[config.mk]
export PLATFORM = sky130hd
export DESIGN_NAME = df_expression_quadtree_decoder_flat
export DESIGN_NICKNAME = d
export VERILOG_FILES = /design/src/rtl/dfq_pkg.sv /design/src/rtl/dfq_sym_if.sv /design/src/rtl/dfq_blk_if.sv /design/src/rtl/dfq_step.sv /design/src/rtl/df_expression_quadtree_decoder.sv /design/src/flat_wrapper.sv
export SDC_FILE = /design/constraint.sdc
export NUM_CORES = 1
export LEC_CHECK = 0
export BUFFER_PORTS_ARGS = -buffer_cell sky130_fd_sc_hd__buf_2
export CAP_MARGIN = 20
export CORE_ASPECT_RATIO = 1.2
export CORE_MARGIN = 10
export CORE_UTILIZATION = 45
export CTS_BUF_LIST = sky130_fd_sc_hd__clkbuf_2
export DETAILED_ROUTE_END_ITERATION = 16
export SYNTH_ARGS = -nofsm -noshare
export SYNTH_HDL_FRONTEND = slang
export SYNTH_HIERARCHICAL = 1
export SYNTH_SLANG_ARGS = --single-unit
[constraint.sdc]
create_clock -name clk_i -period 8.5 [get_ports clk_i]
set_input_delay 1.7 -clock clk_i [delete_from_list [all_inputs] [get_ports clk_i]]
set_output_delay 1.7 -clock clk_i [all_outputs]
set_load 0.01 [all_outputs]
[src/rtl/dfq_pkg.sv]
package dfq_pkg;

  localparam int unsigned MAX_LOG2_DEF = 10;

  localparam int unsigned SYM_W   = 2;
  localparam int unsigned SIZE_W  = 4;
  localparam int unsigned COORD_W = 10;
  localparam int unsigned SIDE_W  = 4;
  localparam int unsigned QUAD_W  = 2;

  localparam logic [SIZE_W-1:0] SIZE_RESET = 4'd2;

  // Symbol codes; the unused code decodes as a white leaf.
  localparam logic [SYM_W-1:0] SYM_WHITE = 2'd0;
  localparam logic [SYM_W-1:0] SYM_BLACK = 2'd1;
  localparam logic [SYM_W-1:0] SYM_SPLIT = 2'd2;

  // Quadrant order: top-left, top-right, bottom-left, bottom-right.
  localparam logic [QUAD_W-1:0] QUAD_FIRST = 2'b00;
  localparam logic [QUAD_W-1:0] QUAD_LAST  = 2'b11;

  typedef struct packed {
    logic               black_block;
    logic [COORD_W-1:0] block_row;
    logic [COORD_W-1:0] block_col;
    logic [SIDE_W-1:0]  block_side_log2;
    logic               image_done;
    logic               all_white;
    logic               split_error;
  } blk_t;

endpackage

[src/rtl/dfq_sym_if.sv]
interface dfq_sym_if;
  import dfq_pkg::*;

  logic             valid;
  logic             ready;
  logic [SYM_W-1:0] symbol;

  modport source (output valid, output symbol, input ready);
  modport sink (input valid, input symbol, output ready);
endinterface

[src/rtl/dfq_blk_if.sv]
interface dfq_blk_if;
  import dfq_pkg::*;

  logic               valid;
  logic               ready;
  logic               black_block;
  logic [COORD_W-1:0] block_row;
  logic [COORD_W-1:0] block_col;
  logic [SIDE_W-1:0]  block_side_log2;
  logic               image_done;
  logic               all_white;
  logic               split_error;

  modport source (
    output valid, output black_block, output block_row, output block_col,
    output block_side_log2, output image_done, output all_white, output split_error,
    input ready
  );
  modport sink (
    input valid, input black_block, input block_row, input block_col,
    input block_side_log2, input image_done, input all_white, input split_error,
    output ready
  );
endinterface

[src/rtl/dfq_step.sv]
module dfq_step #(
  parameter int unsigned MAX_LOG2 = dfq_pkg::MAX_LOG2_DEF,
  parameter int unsigned LVL_W    = $clog2(MAX_LOG2 + 1)
) (
  input  logic [dfq_pkg::SYM_W-1:0]  symbol_i,
  input  logic [LVL_W-1:0]           lg_i,
  input  logic [LVL_W-1:0]           level_i,
  input  logic                       seen_i,
  input  logic [dfq_pkg::QUAD_W-1:0] stack_i [MAX_LOG2],
  output logic [dfq_pkg::QUAD_W-1:0] stack_o [MAX_LOG2],
  output logic [LVL_W-1:0]           level_o,
  output logic                       seen_o,
  output dfq_pkg::blk_t              res_o
);
  import dfq_pkg::*;

  localparam int unsigned RC_W = (MAX_LOG2 > COORD_W) ? MAX_LOG2 : COORD_W;
  localparam logic [LVL_W-1:0] MAX_LVL = LVL_W'(MAX_LOG2);

  logic             do_split;
  logic             is_black;
  logic [RC_W-1:0]  row_raw;
  logic [RC_W-1:0]  col_raw;
  logic [RC_W-1:0]  row_sh;
  logic [RC_W-1:0]  col_sh;
  logic [LVL_W-1:0] pop_lvl;
  logic             closes;

  assign do_split = (symbol_i == SYM_SPLIT) && (level_i < lg_i);
  assign is_black = (symbol_i == SYM_BLACK);

  // Quadrant at depth d supplies bit lg-1-d; assemble MSB-aligned, then shift down.
  always_comb begin
    row_raw = '0;
    col_raw = '0;
    for (int d = 0; d < MAX_LOG2; d++) begin
      if (LVL_W'(d) < level_i) begin
        row_raw[MAX_LOG2-1-d] = stack_i[d][1];
        col_raw[MAX_LOG2-1-d] = stack_i[d][0];
      end
    end
  end

  assign row_sh = row_raw >> (MAX_LVL - lg_i);
  assign col_sh = col_raw >> (MAX_LVL - lg_i);

  // Pop finished quadrants: deepest open level whose quadrant is not the last one.
  always_comb begin
    pop_lvl = '0;
    for (int t = 1; t <= MAX_LOG2; t++) begin
      if (LVL_W'(t) <= level_i && stack_i[t-1] != QUAD_LAST) begin
        pop_lvl = LVL_W'(t);
      end
    end
  end

  assign closes = !do_split && (pop_lvl == '0);

  always_comb begin
    stack_o = stack_i;
    level_o = level_i;
    seen_o  = seen_i;
    if (do_split) begin
      for (int d = 0; d < MAX_LOG2; d++) begin
        if (LVL_W'(d) == level_i) begin
          stack_o[d] = QUAD_FIRST;
        end
      end
      level_o = level_i + 1'b1;
    end else if (closes) begin
      level_o = '0;
      seen_o  = 1'b0;
    end else begin
      for (int d = 0; d < MAX_LOG2; d++) begin
        if (LVL_W'(d + 1) == pop_lvl) begin
          stack_o[d] = stack_i[d] + 1'b1;
        end
      end
      level_o = pop_lvl;
      seen_o  = seen_i || is_black;
    end
  end

  always_comb begin
    res_o                 = '0;
    res_o.split_error     = (symbol_i == SYM_SPLIT) && !do_split;
    res_o.image_done      = closes;
    res_o.all_white       = closes && !seen_i && !is_black;
    if (is_black) begin
      res_o.black_block     = 1'b1;
      res_o.block_row       = COORD_W'(row_sh);
      res_o.block_col       = COORD_W'(col_sh);
      res_o.block_side_log2 = SIDE_W'(lg_i - level_i);
    end
  end

endmodule

[src/rtl/df_expression_quadtree_decoder.sv]
// Channel  | Dir | Word                      | Handshake
// sym_i    | in  | symbol                    | valid/ready
// blk_o    | out | block, done and error word| valid/ready
// cfg      | in  | size_log2                 | cfg_we_i strobe, no wait
//
// One symbol per cycle unless blk_o stalls; each accepted symbol yields one output word on the next cycle.
// Tree state is updated at the accept edge by one pass of the step logic (a priority
// search over the quadrant stack for the pop), so symbols may arrive back to back.
// A stalled output word holds in the output register; sym_i stays ready while the
// word is being taken. Reset sets size_log2 to 2 and an empty tree; a size write
// also restarts the tree.
module df_expression_quadtree_decoder #(
  parameter int unsigned MAX_LOG2 = dfq_pkg::MAX_LOG2_DEF
) (
  input  logic                       clk_i,
  input  logic                       rst_ni,
  input  logic                       cfg_we_i,
  input  logic [dfq_pkg::SIZE_W-1:0] cfg_data_i,
  dfq_sym_if.sink                    sym_i,
  dfq_blk_if.source                  blk_o
);
  import dfq_pkg::*;

  localparam int unsigned LVL_W = $clog2(MAX_LOG2 + 1);
  localparam logic [LVL_W-1:0] LG_RESET =
    (32'(SIZE_RESET) > MAX_LOG2) ? LVL_W'(MAX_LOG2) : LVL_W'(SIZE_RESET);

  logic [LVL_W-1:0]  lg_q;
  logic [LVL_W-1:0]  lg_wr;
  logic [LVL_W-1:0]  level_q, level_d;
  logic              seen_q, seen_d;
  logic [QUAD_W-1:0] stack_q [MAX_LOG2];
  logic [QUAD_W-1:0] stack_d [MAX_LOG2];
  blk_t              res;
  blk_t              blk_q;
  logic              blk_valid_q;
  logic              in_fire;

  assign sym_i.ready = !blk_valid_q || blk_o.ready;
  assign in_fire     = sym_i.valid && sym_i.ready;

  // Saturate the written size to the stack depth.
  assign lg_wr = (32'(cfg_data_i) > MAX_LOG2) ? LVL_W'(MAX_LOG2) : LVL_W'(cfg_data_i);

  dfq_step #(
    .MAX_LOG2 (MAX_LOG2),
    .LVL_W    (LVL_W)
  ) u_step (
    .symbol_i (sym_i.symbol),
    .lg_i     (lg_q),
    .level_i  (level_q),
    .seen_i   (seen_q),
    .stack_i  (stack_q),
    .stack_o  (stack_d),
    .level_o  (level_d),
    .seen_o   (seen_d),
    .res_o    (res)
  );

  always_ff @(posedge clk_i or negedge rst_ni) begin
    if (!rst_ni) begin
      lg_q    <= LG_RESET;
      level_q <= '0;
      seen_q  <= 1'b0;
      for (int d = 0; d < MAX_LOG2; d++) begin
        stack_q[d] <= QUAD_FIRST;
      end
    end else if (cfg_we_i) begin
      lg_q    <= lg_wr;
      level_q <= '0;
      seen_q  <= 1'b0;
    end else if (in_fire) begin
      level_q <= level_d;
      seen_q  <= seen_d;
      stack_q <= stack_d;
    end
  end

  always_ff @(posedge clk_i or negedge rst_ni) begin
    if (!rst_ni) begin
      blk_valid_q <= 1'b0;
    end else if (in_fire) begin
      blk_valid_q <= 1'b1;
    end else if (blk_o.ready) begin
      blk_valid_q <= 1'b0;
    end
  end

  // Hold the word while stalled.
  always_ff @(posedge clk_i) begin
    if (in_fire) begin
      blk_q <= res;
    end
  end

  assign blk_o.valid           = blk_valid_q;
  assign blk_o.black_block     = blk_q.black_block;
  assign blk_o.block_row       = blk_q.block_row;
  assign blk_o.block_col       = blk_q.block_col;
  assign blk_o.block_side_log2 = blk_q.block_side_log2;
  assign blk_o.image_done      = blk_q.image_done;
  assign blk_o.all_white       = blk_q.all_white;
  assign blk_o.split_error     = blk_q.split_error;

  a_level_in_range: assert property (@(posedge clk_i) disable iff (!rst_ni)
    level_q <= lg_q) else $error("tree level beyond image depth");

  a_done_restarts: assert property (@(posedge clk_i) disable iff (!rst_ni)
    (in_fire && !cfg_we_i && res.image_done) |=> (level_q == '0 && !seen_q))
    else $error("tree not restarted after image close");

  a_split_err_at_pixel: assert property (@(posedge clk_i) disable iff (!rst_ni)
    (in_fire && res.split_error) |-> (level_q == lg_q))
    else $error("split error above pixel level");

  a_white_only_done: assert property (@(posedge clk_i) disable iff (!rst_ni)
    (blk_o.valid && blk_o.all_white) |-> (blk_o.image_done && !blk_o.black_block))
    else $error("all-white flag without a clean close");

  a_side_in_range: assert property (@(posedge clk_i) disable iff (!rst_ni)
    (blk_o.valid && blk_o.black_block) |-> (32'(blk_o.block_side_log2) <= 32'(lg_q)))
    else $error("black block larger than image");

endmodule

[src/flat_wrapper.sv]
// flat-port wrapper written by rule: the top's interface ports become plain ports
module df_expression_quadtree_decoder_flat import dfq_pkg::*;
#(
  parameter int unsigned MAX_LOG2 = dfq_pkg::MAX_LOG2_DEF
)
  (clk_i, rst_ni, cfg_we_i, cfg_data_i, sym_i_valid, sym_i_symbol, sym_i_ready, blk_o_valid, blk_o_black_block, blk_o_block_row, blk_o_block_col, blk_o_block_side_log2, blk_o_image_done, blk_o_all_white, blk_o_split_error, blk_o_ready);
  dfq_sym_if sym_i_i ();
  dfq_blk_if blk_o_i ();
  input  logic clk_i;
  input  logic rst_ni;
  input  logic cfg_we_i;
  input  logic [dfq_pkg::SIZE_W-1:0] cfg_data_i;
  input wire logic [$bits(sym_i_i.valid)-1:0] sym_i_valid;
  input wire logic [$bits(sym_i_i.symbol)-1:0] sym_i_symbol;
  output wire logic [$bits(sym_i_i.ready)-1:0] sym_i_ready;
  output wire logic [$bits(blk_o_i.valid)-1:0] blk_o_valid;
  output wire logic [$bits(blk_o_i.black_block)-1:0] blk_o_black_block;
  output wire logic [$bits(blk_o_i.block_row)-1:0] blk_o_block_row;
  output wire logic [$bits(blk_o_i.block_col)-1:0] blk_o_block_col;
  output wire logic [$bits(blk_o_i.block_side_log2)-1:0] blk_o_block_side_log2;
  output wire logic [$bits(blk_o_i.image_done)-1:0] blk_o_image_done;
  output wire logic [$bits(blk_o_i.all_white)-1:0] blk_o_all_white;
  output wire logic [$bits(blk_o_i.split_error)-1:0] blk_o_split_error;
  input wire logic [$bits(blk_o_i.ready)-1:0] blk_o_ready;
  assign sym_i_i.valid = sym_i_valid;
  assign sym_i_i.symbol = sym_i_symbol;
  assign sym_i_ready = sym_i_i.ready;
  assign blk_o_valid = blk_o_i.valid;
  assign blk_o_black_block = blk_o_i.black_block;
  assign blk_o_block_row = blk_o_i.block_row;
  assign blk_o_block_col = blk_o_i.block_col;
  assign blk_o_block_side_log2 = blk_o_i.block_side_log2;
  assign blk_o_image_done = blk_o_i.image_done;
  assign blk_o_all_white = blk_o_i.all_white;
  assign blk_o_split_error = blk_o_i.split_error;
  assign blk_o_i.ready = blk_o_ready;
  df_expression_quadtree_decoder #(.MAX_LOG2(MAX_LOG2)) u_core (.clk_i(clk_i), .rst_ni(rst_ni), .cfg_we_i(cfg_we_i), .cfg_data_i(cfg_data_i), .sym_i(sym_i_i), .blk_o(blk_o_i));
endmodule
==> impl_results.md, run 1 <==
* Area grow syn2layout at 8.088%
* Slew @ Worst Pin at 0.9805 ns
* Fillers at 878
* Reg clk slew, reported paths at 0.18 ns
* FMAX at 232.0 MHz
* First-pass GRT wire length at 16460 um
* Cts hold-fix bufs at 0
* Clock Latency Late Sink at 0.52 ns
* Yosys top cell area share at 20.20%
* Minimum clock period at 4.310 ns
* Post-synthesis compound-gate area fraction at between 10% and 20%
* CTS tree: built
* Starting Density at 46.07%
* CP Max Fanout at 23
* Hpwl dp at approximately 7700 um
* Tot Pwr at approximately 900 uW
* Port-buffer cells at 40
* Worst reg2reg path depth at 11
* Vias in the first global route at around 3200
* Critical path arrival at 4.75 ns
* Clock sinks at 58
* Switching part of the total at a little under two fifths
* Final Hold Viols at 0
* Drt wl/cell at 17.54 um
* Post-route cell area at between 4000 and 5000 sq um
* Post-route setup slack at about 4.2 ns
* Critical Path Max Stage Delay at between 0.8 and 0.9 ns
* Via count at around 3200
* Ys Warns at 6
* Int Power at between 500 and 600 uW
* DR vias/cell at 5.544
* Worst Setup Path Type: reg2reg
* Endpoints failing setup at 0
* Sink of the worst hold path: u_core/lg_q[1]
* Crit end category: flip-flop
* Worst rel slew slack at 34.16%
* Synth Register Bits at 58
* Post-synth ARST share at approximately 52%
* Sum Neg Setup Slack at 0 ns
* Clock power share at a little under 20%
* FF-to-FF End: u_core/stack_q[19]
* Seq/Total Area, Yosys at around two fifths
* Initial antenna violation count at 0
* Routability cong. at approximately 0.85
* Leakage at roughly 1.9 nW
* Critical Path RT at 8.94 ns
* Worst reg2reg setup slack at 4.19 ns
* Hold WC Path Type: reg2reg
* Die width at 107.8 um
* Outcome: finished, final reports clean
* H-tree depth at 3
* DR pass1 iterations at 4
* Inserted Diodes at 0
* Min-delay src: u_core/lg_q[1]
* WHS Path Cells at 2
* Main combinational cell family by area after synthesis: simple AND/OR/NAND/NOR gates
* # rows at 38
* GRT Util Overall at around 15%
* Clock root buffer: clkbuf_2
* Most common cell in the synthesized netlist: nand2_1
* Top cells by area, synth: edfxtp_1, dfrtp_1, mux2_4
* Placed Cells at 561
* MaxCap Viol Count at 0
* Remaining global-route overflow at 0
* Die Area at 13510 sq um
* Placed inst area at 4390 sq um
* Max-slew violation count at 0
* Power per cell area at 197.5 nW/um^2
* WL final at roughly 10000 um
* Post-Synth Simple-Gate Area at 19.12%
* Yosys cell types at between 60 and 70
* Syn Area/Cell at 9.885 sq um
* EDFF count, synth at 28
* Post-CTS setup buffer count at 0
* CP most frequent cell: mux2_4
* Switching power at 333.7 uW
* Io pins at 41
* Iter 0 DRT Violations at approximately 150
* Die H at 125.3 um
* Worst Skew at 0.03469 ns
* DRC Markers at 0
* List of most frequent post-synthesis cells: nand2_1, a21oi_1, nor2_1, dfrtp_1, edfxtp_1
* Mapped Nets at 451
* R2r startpoint: u_core/lg_q[0]
* RSZ-0062 raised after global routing: no
* Core Util, Final at 49.79%
* Worst vdd ir at a little under 0.09 mV
* Syn Inst Count at 421
* Period utilization at 50.70%
* Slowest-stage cell, CP: or4_1
* Multiplexer area fraction after synthesis at 14.61%
* Prevailing post-synth register cell: dfrtp_1
* Cell Count, Final, Fillers Out at 577
* Clock Path Buffers at 2
* Area leader, netlist: edfxtp_1
* Largest net degree at the start of global routing at 32
* Pre-CTS setup slack at 4.258 ns
* Final ANT Viol Nets at 0
* Core footprint at ~9000 sq um
* Post-cts sizing count at 0
* Critical Path, Cell by Cell: clkinv_1 -> ha_1 -> inv_1 -> fa_1 -> a211oi_1 -> or4_1 -> and3_4 -> and4_1 -> nand2b_1 -> mux2_4 -> mux2_4
* Mapped cell area at 4161 sq um
* Setup crit start kind: flip-flop
* Num CTS Buffers at 9
* Final #Nets at 482
* Post-synthesis xor/xnor area fraction at ~1.5%
* Logic pwr share at a little over a third
* Worst hold margin at 0.5524 ns
* Sequential Power Share at 45.8%
* Synth Area in Adders at 5.893%
* Share of layout cells above drive strength 1 at 24.07%
## metal layers
| metal | vias up | global-route usage [%] | wire length, um |
|---|---|---|---|
| met2 | 66 | 25.55 | 5030 |
| li1 | 1601 | - | - |
| met4 | 0 | 7.559 | 251 |
| met1 | 1511 | 18.40 | 4408 |
| met3 | 21 | 2.929 | 430 |
| met5 | - | 0 | 0 |
## area by class of cell
class                      instances  area, sq um  area share, %
inverter                          18        67.56          1.502
multi-input combinational        323         2365          52.57
clock buffer                      10        50.05          1.113
tap                              120        150.1          3.338
timing repair buffer              42        215.2          4.784
sequential                        58         1593          35.41
clock inverter                     6        57.56          1.280
## worst max-delay path, delay by kind of cell, from the launching register on
family | cells | cell delay, ns
simple gates | 4 | 1.48
flops | 1 | 0.80
buf+inv | 2 | 0.68
fa+ha+maj | 2 | 0.59
mux | 2 | 0.57
compound gates | 1 | 0.11
## logic make-up after synthesis
family / Yosys count
compound gates: 100
buf+inv: 40
xor+xnor: 7
flops: 58
fa+ha+maj: 19
mux: 49
simple gates: 148
## power groups by stage
stage	combinational, mW	sequential [mW]	clock, mW
6_report	0.308	0.407	0.173
5_1_grt	0.343	0.415	0.195
4_1_cts	0.310	0.407	0.180
3_5_place_dp	0.309	0.413	0
3_3_place_gp	0.302	0.411	0
2_1_floorplan	0.251	0.388	0
## state kept, by name (all words and copies together), names as in the netlist
name,flops
u_core/seen_q,1
u_core/blk_o.valid,1
u_core/stack_q,20
u_core/blk_o.black_block,1
u_core/blk_o.block_side_log2,4
u_core/level_q,4
u_core/blk_o.split_error,1
u_core/blk_o.block_row,10
u_core/blk_o.block_col,10
u_core/lg_q,4
u_core/blk_o.image_done,1
u_core/blk_o.all_white,1
## cells in the final DEF, fill, tap and decap left out, drive strengths merged, types with 3 or more instances in the layout
cell type	netlist	layout
clkinv	1	5
dfrtp	29	29
clkbuf	10	10
nor3	9	9
edfxtp	28	28
nand2b	9	9
a21oi	35	35
and3	3	3
nor2b	5	5
nor2	39	39
a211oi	6	6
nand2	41	41
nand3	12	12
xor2	3	3
o21a	3	3
inv	17	17
a221oi	4	4
o21ai	17	17
mux2i	18	18
o211ai	5	5
xnor2	4	4
mux2	31	31
buf	12	42
ha	18	18
nand4	4	4
and2	10	10
a31oi	5	5
a21o	3	3
o22ai	5	5
## worst max-delay path by stage
stage                               from            endpoint  depth (start not counted)
final                     u_core/lg_q[0]  u_core/stack_q[19]                         11
after CTS                 u_core/lg_q[0]  u_core/stack_q[19]                         11
after detailed placement  u_core/lg_q[0]  u_core/stack_q[19]                         11
after floorplan              blk_o_ready         sym_i_ready                          2
after global routing      u_core/lg_q[0]  u_core/stack_q[19]                         11
after global placement    u_core/lg_q[0]  u_core/stack_q[19]                         11
Power figures use the tool's default switching activity.
==> run 2, diff against run 1 <==
==> constraint.sdc (replaced) <==
create_clock -name clk_i -period 4.34 [get_ports clk_i]
set_input_delay 0.868 -clock clk_i [delete_from_list [all_inputs] [get_ports clk_i]]
set_output_delay 0.868 -clock clk_i [all_outputs]
set_load 0.01 [all_outputs]
==> run 2 against run 1 <==
  * Combinational power up 100%
  * Total power grew 88%
  * Non-clock buffer count increased by 3
  * Utilization is 0.083 points lower
==> impl_results.md, run 2 (synthesis results as in run 1) <==
* Core footprint at 9034 sq um (unchanged)
* Clock root buffer: clkbuf_2
* Area grow syn2layout at 7.907%
* Starting Density at 46.07% (unchanged)
* Flip-flop count of the largest register after layout at 20 (unchanged)
* CP Max Fanout at 15 (-35%)
* Sum Neg Setup Slack at 0 ns (unchanged)
* Worst Setup Path Type: reg2reg
* CP most frequent cell: mux2_4
* Initial antenna violation count at 0 (unchanged)
* RSZ-0062 raised after global routing: no
* Final Hold Viols at 0 (unchanged)
* Crit end category: flip-flop
* Placed Cells at 564 (+0.53%)
* Via count at 3256 (+1.8%)
* Worst rel slew slack at 37.31% (+3.1 points)
* DR pass1 iterations at 4 (unchanged)
* GRT Util Overall at 15.04% (-0.33 points)
* Post-cts sizing count at 0 (unchanged)
* # rows at 38 (unchanged)
* Period utilization at 82.21% (+32 points)
* Max-slew violation count at 0 (unchanged)
* FMAX at 280.3 MHz (+21%)
* CTS tree: built
* Clock Latency Late Sink at 0.50 ns (-0.02 ns)
* Reg clk slew, reported paths at 0.17 ns (about the same)
* Setup crit start kind: flip-flop
* Critical Path, Cell by Cell: clkinv_1 -> ha_1 -> inv_1 -> fa_1 -> a211oi_1 -> or4_1 -> and3_4 -> and4_1 -> nand2b_1 -> mux2_4 -> mux2_4
* Slew @ Worst Pin at 0.9337 ns (-0.04682 ns)
* Iter 0 DRT Violations at 177 (+16%)
* Worst reg2reg path depth at 11 (unchanged)
* Minimum clock period at 3.568 ns (-0.7419 ns)
* Slowest-stage cell, CP: or4_1
* Endpoints failing setup at 0 (unchanged)
* Largest net degree at the start of global routing at 32 (unchanged)
* Commonest non-fill, non-tap cells in the layout: nand2_1, buf_2, a21oi_1
* Routability cong. at 0.9163 (+7.9%)
* Fillers at 863 (-1.7%)
* Remaining global-route overflow at 0 (unchanged)
* Biggest register: u_core/stack_q
* First-pass GRT wire length at 16410 um (-0.33%)
* Die width at 107.8 um (unchanged)
* Num CTS Buffers at 9 (unchanged)
* Io pins at 41 (unchanged)
* Outcome: finished, final reports clean
* Post-CTS setup buffer count at 0 (unchanged)
* H-tree depth at 3 (unchanged)
* Die Area at 13510 sq um (unchanged)
* Final #Nets at 485 (+0.62%)
* Leading cell type in the layout, fill and taps excluded: nand2_1
* Clock Path Buffers at 2 (unchanged)
* Cts hold-fix bufs at 0 (unchanged)
* DR vias/cell at 5.614 (+1.3%)
* MaxCap Viol Count at 0 (unchanged)
* Power per cell area at 371.8 nW/um^2 (+88%)
* Worst Skew at 0.03144 ns (-0.003246 ns)
* Critical Path Max Stage Delay at 0.78 ns (-0.03 ns)
* Clock sinks at 58 (unchanged)
* Share of layout cells above drive strength 1 at 24.13% (+0.060 points)
* WL final at 9903 um (-2.1%)
* Die H at 125.3 um (unchanged)
* Hpwl dp at 7646 um (-1.2%)
* Drt wl/cell at 17.07 um (-2.7%)
* Port-buffer cells at 40 (unchanged)
* Vias in the first global route at 3183 (-0.90%)
* Worst vdd ir at 0.2139 mV (+140%)
* DRC Markers at 0 (unchanged)
* Critical path arrival at 3.97 ns (-0.78 ns)
* Leakage at 1.900 nW (+0.27%)
* Critical Path RT at 4.74 ns (-4.20 ns)
* Inserted Diodes at 0 (unchanged)
* Final ANT Viol Nets at 0 (unchanged)
* Cell Count, Final, Fillers Out at 580 (+0.52%)
* Hold WC Path Type: in2async
## run 2: cell count changes in the layout (fill, tap and decap cells not counted), sizes merged
cell and change:
buf +3, bufinv -1, clkbuf +1, clkinv +1, clkinvlp -1
## run 2: final timing paths
| kind | startpoint | end | slack [ns] |
|---|---|---|---|
| hold / removal | rst_ni | u_core/stack_q[7] | 0.40 |
| hold reg to reg | u_core/lg_q[1] | u_core/lg_q[1] | 0.56 |
| setup reg to reg | u_core/lg_q[0] | u_core/stack_q[19] | 0.77 |
| max in group asynchronous | rst_ni | u_core/lg_q[0] | 3.45 |
| min in group clk_i | cfg_data_i[3] | u_core/lg_q[2] | 0.56 |
| setup / recovery | u_core/lg_q[0] | u_core/stack_q[19] | 0.77 |
## run 2: through the flow
stage               total power, mW  setup slack [ns]  hold slack (ns)  cell area, sq um  utilization [%]
floorplan                     1.251             1.147           0.5023              4161                -
global placement              1.390            0.8628           0.5329              4413            48.85
detailed placement            1.411            0.7800           0.5412              4413            48.85
CTS                           1.677            0.7945           0.3968              4491            49.71
global route                  1.792            0.5682           0.4362              4491            49.71
finish                        1.669            0.7720           0.4043              4491            49.71
## run 2: power breakdown
group          switching, mW  internal, mW
registers              0.113         0.666
clock network          0.194        0.0737
logic                  0.331         0.292
## run 2: metal layers
metal	GRT usage, %	part of all wire [%]	vias to the layer above
li1	-	-	1609
met1	17.88	42	1544
met2	24.94	50	82
met3	2.929	5.7	21
met4	7.795	2.7	0
met5	0	0	-
## run 2: critical path, delay by kind of cell, from the launching register on
family / cells / cell delay [ns]
mux: 2 / 0.56
fa+ha+maj: 2 / 0.59
simple gates: 4 / 1.43
buf+inv: 2 / 0.45
flops: 1 / 0.37
compound gates: 1 / 0.10
## run 2: area by class of cell
class | count | area, sq um | area share (%)
Inverter | 18 | 67.56 | 1.505
Timing Repair Buffer | 45 | 237.7 | 5.294
Clock buffer | 11 | 55.05 | 1.226
Sequential cell | 58 | 1593 | 35.47
Tap cell | 120 | 150.1 | 3.344
Clock inverter | 5 | 22.52 | 0.5015
Multi-Input combinational cell | 323 | 2365 | 52.66
